`src/design/ste_pkg.sv`:
```
// Shared types and constants for the sextet text encoder.
package ste_pkg;

  localparam logic [6:0] CHAR_BIAS = 7'd33;
  localparam logic [6:0] CHAR_CR   = 7'd13;
  localparam logic [6:0] CHAR_LF   = 7'd10;

  typedef struct packed {
    logic [7:0] data_byte;
    logic       final_byte;
  } ste_in_t;

  typedef struct packed {
    logic [6:0] out_char;
    logic       run_end;
    logic       message_end;
  } ste_out_t;

  // One assembled group, ready to be sent out character by character.
  typedef struct packed {
    logic [3:0][5:0] piece;
    logic [1:0]      last_idx;
    logic            brk;
    logic [1:0]      brk_pos;
    logic            last;
  } ste_job_t;

  typedef enum logic [1:0] {
    SEQ_CHAR,
    SEQ_CR,
    SEQ_LF
  } ste_seq_t;

endpackage

```
`src/design/ste_emit.sv`:
```
// Output sequencer: sends the characters of one group plus an optional CR LF.
module ste_emit (
  input  logic             clk,
  input  logic             rst_n,
  input  logic             load,
  input  ste_pkg::ste_job_t job,
  output logic             free,
  output logic             out_valid,
  input  logic             out_ready,
  output ste_pkg::ste_out_t out_data
);
  import ste_pkg::*;

  ste_job_t   job_r;
  logic       busy_r, busy_nxt;
  logic [1:0] idx_r, idx_nxt;
  ste_seq_t   st_r, st_nxt;
  logic       at_brk, end_char, run_end, fire;

  assign at_brk   = job_r.brk && (idx_r == job_r.brk_pos);
  assign end_char = (idx_r == job_r.last_idx) && !at_brk;
  assign fire     = busy_r && out_ready;
  assign out_valid = busy_r;
  assign free     = !busy_r || (out_ready && run_end);

  always_comb begin
    run_end = 1'b0;
    out_data.out_char = CHAR_BIAS;
    case (st_r)
      SEQ_CHAR: begin
        out_data.out_char = {1'b0, job_r.piece[idx_r]} + CHAR_BIAS;
        run_end = end_char;
      end
      SEQ_CR: begin
        out_data.out_char = CHAR_CR;
      end
      SEQ_LF: begin
        out_data.out_char = CHAR_LF;
        run_end = (idx_r == job_r.last_idx);
      end
      default: begin
        out_data.out_char = CHAR_BIAS;
      end
    endcase
    out_data.run_end     = run_end;
    out_data.message_end = run_end && job_r.last;
  end

  always_comb begin
    busy_nxt = busy_r;
    idx_nxt  = idx_r;
    st_nxt   = st_r;
    if (fire) begin
      case (st_r)
        SEQ_CHAR: begin
          if (at_brk) begin
            st_nxt = SEQ_CR;
          end else if (end_char) begin
            busy_nxt = 1'b0;
          end else begin
            idx_nxt = idx_r + 2'd1;
          end
        end
        SEQ_CR: begin
          st_nxt = SEQ_LF;
        end
        SEQ_LF: begin
          st_nxt = SEQ_CHAR;
          if (idx_r == job_r.last_idx) begin
            busy_nxt = 1'b0;
          end else begin
            idx_nxt = idx_r + 2'd1;
          end
        end
        default: begin
          st_nxt = SEQ_CHAR;
        end
      endcase
    end
    if (load) begin
      busy_nxt = 1'b1;
      idx_nxt  = 2'd0;
      st_nxt   = SEQ_CHAR;
    end
  end

  always_ff @(posedge clk) begin
    if (!rst_n) begin
      busy_r <= 1'b0;
      idx_r  <= 2'd0;
      st_r   <= SEQ_CHAR;
    end else begin
      busy_r <= busy_nxt;
      idx_r  <= idx_nxt;
      st_r   <= st_nxt;
    end
  end

  always_ff @(posedge clk) begin
    if (load) begin
      job_r <= job;
    end
  end

endmodule

```
`src/design/sextet_text_encoder.sv`:
```
// Sextet text encoder: gathers bytes in threes and emits biased 6-bit characters.
// Latency: a group-closing beat shows its first character the cycle after acceptance.
// Throughput: one character per cycle if out_ready; a byte that only joins the group
// is taken in any cycle, a group-closing byte waits until the previous group drains.
// Output port sets the rate: four chars per three-byte group, two more per line break.
// Synchronous reset: wrap_lines set, group and column cleared, output idle.
module sextet_text_encoder #(
  parameter int LINE_CHARS = 80
) (
  input  logic              clk,
  input  logic              rst_n,
  input  logic              in_valid,
  output logic              in_ready,
  input  ste_pkg::ste_in_t  in_data,
  output logic              out_valid,
  input  logic              out_ready,
  output ste_pkg::ste_out_t out_data,
  input  logic              cfg_we,
  input  logic              cfg_wdata
);
  import ste_pkg::*;

  localparam logic [7:0] LINE_W  = 8'(LINE_CHARS);
  localparam logic [7:0] LINE_M1 = 8'(LINE_CHARS - 1);

  logic       wrap_r;
  logic [1:0] fill_r, fill_nxt;
  logic [7:0] held0_r, held1_r;
  logic [6:0] col_r, col_nxt;

  logic       hold_item, accept, load, free;
  logic [7:0] s0, s1, s2, col_sum, brk_gap;
  ste_job_t   job;

  assign hold_item = !in_data.final_byte && (fill_r != 2'd2);
  assign in_ready  = hold_item || free;
  assign accept    = in_valid && in_ready;
  assign load      = accept && !hold_item;

  always_comb begin
    s0 = (fill_r == 2'd0) ? in_data.data_byte : held0_r;
    s1 = (fill_r == 2'd0) ? 8'd0 : ((fill_r == 2'd1) ? in_data.data_byte : held1_r);
    s2 = (fill_r == 2'd2) ? in_data.data_byte : 8'd0;

    job.piece[0] = s0[7:2];
    job.piece[1] = {s0[1:0], s1[7:4]};
    job.piece[2] = {s1[3:0], s2[7:6]};
    job.piece[3] = s2[5:0];
    job.last_idx = fill_r + 2'd1;
    job.last     = in_data.final_byte;

    // chars in group = fill + 2; at most one line break fits in a group
    col_sum = {1'b0, col_r} + {6'd0, fill_r} + 8'd2;
    brk_gap = LINE_M1 - {1'b0, col_r};
    job.brk     = wrap_r && !in_data.final_byte && (col_sum >= LINE_W);
    job.brk_pos = brk_gap[1:0];

    if (in_data.final_byte) begin
      col_nxt = 7'd0;
    end else if (!wrap_r) begin
      col_nxt = col_r;
    end else if (job.brk) begin
      col_nxt = 7'(col_sum - LINE_W);
    end else begin
      col_nxt = col_sum[6:0];
    end

    fill_nxt = hold_item ? (fill_r + 2'd1) : 2'd0;
  end

  always_ff @(posedge clk) begin
    if (!rst_n) begin
      wrap_r <= 1'b1;
      fill_r <= 2'd0;
      col_r  <= 7'd0;
    end else begin
      if (cfg_we) begin
        wrap_r <= cfg_wdata;
      end
      if (accept) begin
        fill_r <= fill_nxt;
        if (!hold_item) begin
          col_r <= col_nxt;
        end
      end
    end
  end

  always_ff @(posedge clk) begin
    if (accept && hold_item) begin
      if (fill_r == 2'd0) begin
        held0_r <= in_data.data_byte;
      end else begin
        held1_r <= in_data.data_byte;
      end
    end
  end

  ste_emit u_emit (
    .clk       (clk),
    .rst_n     (rst_n),
    .load      (load),
    .job       (job),
    .free      (free),
    .out_valid (out_valid),
    .out_ready (out_ready),
    .out_data  (out_data)
  );

endmodule
```
`config.mk`:
```
export PLATFORM = sky130hd
export DESIGN_NAME = sextet_text_encoder
export DESIGN_NICKNAME = d
export VERILOG_FILES = /design/src/design/ste_pkg.sv /design/src/design/ste_emit.sv /design/src/design/sextet_text_encoder.sv
export SDC_FILE = /design/constraint.sdc
export NUM_CORES = 1
export LEC_CHECK = 0
export BUFFER_PORTS_ARGS = -buffer_cell sky130_fd_sc_hd__buf_4
export CAP_MARGIN = 20
export CORE_ASPECT_RATIO = 0.7
export CORE_MARGIN = 3
export CORE_UTILIZATION = 40
export CTS_CLUSTER_DIAMETER = 60
export DETAILED_ROUTE_END_ITERATION = 10
export GPL_TIMING_DRIVEN = 0
export PLACE_DENSITY = 0.56
export RECOVER_POWER = 100
export SETUP_SLACK_MARGIN = 0.5
export SKIP_LAST_GASP = 1
export SLEW_MARGIN = 20
export SYNTH_ARGS = -nofsm -noshare
export SYNTH_HDL_FRONTEND = slang
export SYNTH_SLANG_ARGS = --single-unit
export TNS_END_PERCENT = 1
```
`constraint.sdc`:
```
create_clock -name clk -period 7.6 [get_ports clk]
set_input_delay 0.38 -clock clk [delete_from_list [all_inputs] [get_ports clk]]
set_output_delay 0.38 -clock clk [all_outputs]
set_load 0.02 [all_outputs]
```
==> out/qor.yml <==
status: "finished, final reports clean"
gp_congestion: 0.790
start_util_pct: 41.8
post-dp-hpwl_mm: 4.47
antenna_found_initial: 0
yosys.area.top_type: "edfxtp_1"
drv_cap: 0
vias: 1914
clockBufferDepth: 2
ys.flop_type: "edfxtp_1"
cts_buffers: 9
area_growth_pct: 14.0
drtIter0Drc: 98
grt_use_total_pct: 15.2
wl_met3_um: 229
die_y_um: 79.5
cp.required_ns: 7.54
yosysTopAreaCellShare_pct: 44.8
via_per_inst: 4.98
placed_cell_area_mm2: 0.00342
slew_headroom_pct: 7.07
clkLatencyLatePin_ns: 0.33
io_pins: 26
grt_pass1_wl_mm: 10.3
num_rows: 26
routed-wl-met2_mm: 2.39
portBuffers: 25
synth_edf_count: 46
max_freq_mhz: 263
synth-seq-cells: 61
synth.area.top_cells: "edfxtp_1, dfxtp_1, ha_1"
cts_setup_buffers: 0
design_area_mm2: 0.00352
cts-htree-levels: 3
antennaDiodeCount: 0
cp.arrival_ns: 3.73
met1_length_mm: 3.42
syn_inst: 244
die_w_um: 111
synth_warnings: 0
async_reset_ff_share_pct: 0
tightest_slew_ns: 1.39
slew_viol_final: 0
ant_nets: 0
routed.top_layer: "met4"
rrSetupSlack_ns: 3.80
cts_hold_buf: 0
fin_crit_sh_pct: 49.9
post-route-drc-count: 0
worst-setup-path-type: "reg2reg"
hold_viol_final: 0
synth_most_common_cell: "edfxtp_1"
endpoint_kind: "flop"
cts_tree: "done"
rsz0062_at_grt: "no"
avgRoutedWirePerCell_um: 15.9
place_inst: 368
finish.utilization_pct: 47.6
grt_max_degree: 28
final_layout_size_suffix_gt1_share_pct: 11.5
dr.pass1.iters: 4
cts_resized: 0
overflow: 0
p_per_area_mw_per_mm2: 220
coreArea_mm2: 0.00738
cts_root_buf: "clkbuf_8"
clk_pin_slew_worst_paths_ns: 0.07
setup_tns_ns: 0
nets: 311
synth.net_count: 274
stdcell_count: 384
total_power_uw: 775
final-setup-viol-count: 0
synthTopCellsByCount: "edfxtp_1, nor2_1, dfxtp_1"
avgSynthCellArea_um2: 12.6
worst-path-max-fanout: 27
ys_seq_area_share_pct: 54.5
die_area_mm2: 0.00882
start_kind: "flop"
grt_pass1_vias: 1973
reg2reg_depth: 7
fin_crit_ns: 3.80
hold_path.class: "in2reg"
mappedNetlistArea_mm2: 0.00309
wl_mm: 6.10
whs_path_depth: 3
ys_types: 48
fin_skew_ns: 0.00806
clock_sinks: 61
leakage_uw: 0.00123
ir_drop_mv: 0.126
-- routing by layer --
layer,up-vias,track usage (%)
met5,-,0
met4,0,4.06
met3,7,4.70
met2,31,22.1
met1,907,22.1
li1,969,-
-- registers in the layout, indices dropped and copies added (netlist names) --
register          count
col_r                 7
fill_r                2
held0_r               8
held1_r               8
u_emit.idx_r          2
u_emit.job_r         30
u_emit.out_valid      1
u_emit.st_r           2
wrap_r                1
-- through the flow --
stage / setup WS [ns] / hold WS [ns]
6_report: 3.80 / 0.259
5_1_grt: 3.40 / 0.259
4_1_cts: 4.50 / 0.239
3_5_place_dp: 4.51 / 0.474
3_3_place_gp: 4.05 / 0.467
2_1_floorplan: 4.71 / 0.445
-- worst max-delay path: stages, from the launching register on --
cell,delay [ns]
dfxtp_1,0.31
clkbuf_1,0.60
xnor2_2,0.17
a41o_1,0.31
o21ai_0,0.47
nand2_1,0.14
nor2_1,0.33
clkbuf_1,1.06
-- final timing paths --
check,from,to
worst max-delay path,u_emit.idx_r[0],u_emit.job_r[2]
worst min register to register,col_r[1],u_emit.job_r[2]
worst min-delay path,cfg_wdata,wrap_r
worst max register to register,u_emit.idx_r[0],u_emit.job_r[2]
-- kinds of logic (layout without fill, tap and decap cells) --
kind of cell    Yosys count  in the layout  synth area share [%]
compound gates           36             36                  8.48
xor+xnor                 15             15                  4.50
fa+ha+maj                15             15                  6.33
buf+inv                  24             66                  3.53
flops                    61             61                  54.5
mux                      25             25                  11.3
simple gates             68             68                  11.4
-- cells in the final DEF, fill, tap and decap left out, types with 4 or more instances in the layout --
master	netlist	layout
nor2b_1	7	7
nand2_1	11	11
buf_4	3	7
a22oi_1	4	4
ha_1	14	14
xnor2_1	8	8
xor2_1	6	6
nor2_1	19	19
inv_1	14	14
dfxtp_1	15	15
a21oi_1	5	5
o21ai_0	4	7
nand3_1	8	9
clkbuf_8	0	9
mux2i_1	10	10
mux2_1	0	6
and2_0	0	8
clkbuf_1	6	29
edfxtp_1	46	46
-- power by group --
| part | total (µW) | switching [µW] | leakage (µW) | internal (µW) |
|---|---|---|---|---|
| sequential | 380 | 4.80 | 0.000545 | 375 |
| clock | 318 | 132 | 0.000102 | 185 |
| combinational | 76.6 | 48.5 | 0.000581 | 28.1 |
-- final cells by class --
type	instances	area (µm²)
clock inverter	7	100
fill	690	3870
tap	98	123
clock buffer	9	124
timing repair buffer	26	116
multi-input combinational	159	1270
buffer	10	45.0
sequential	61	1680
inverter	14	52.6
Note: power is estimated with default switching activity, not from simulation.
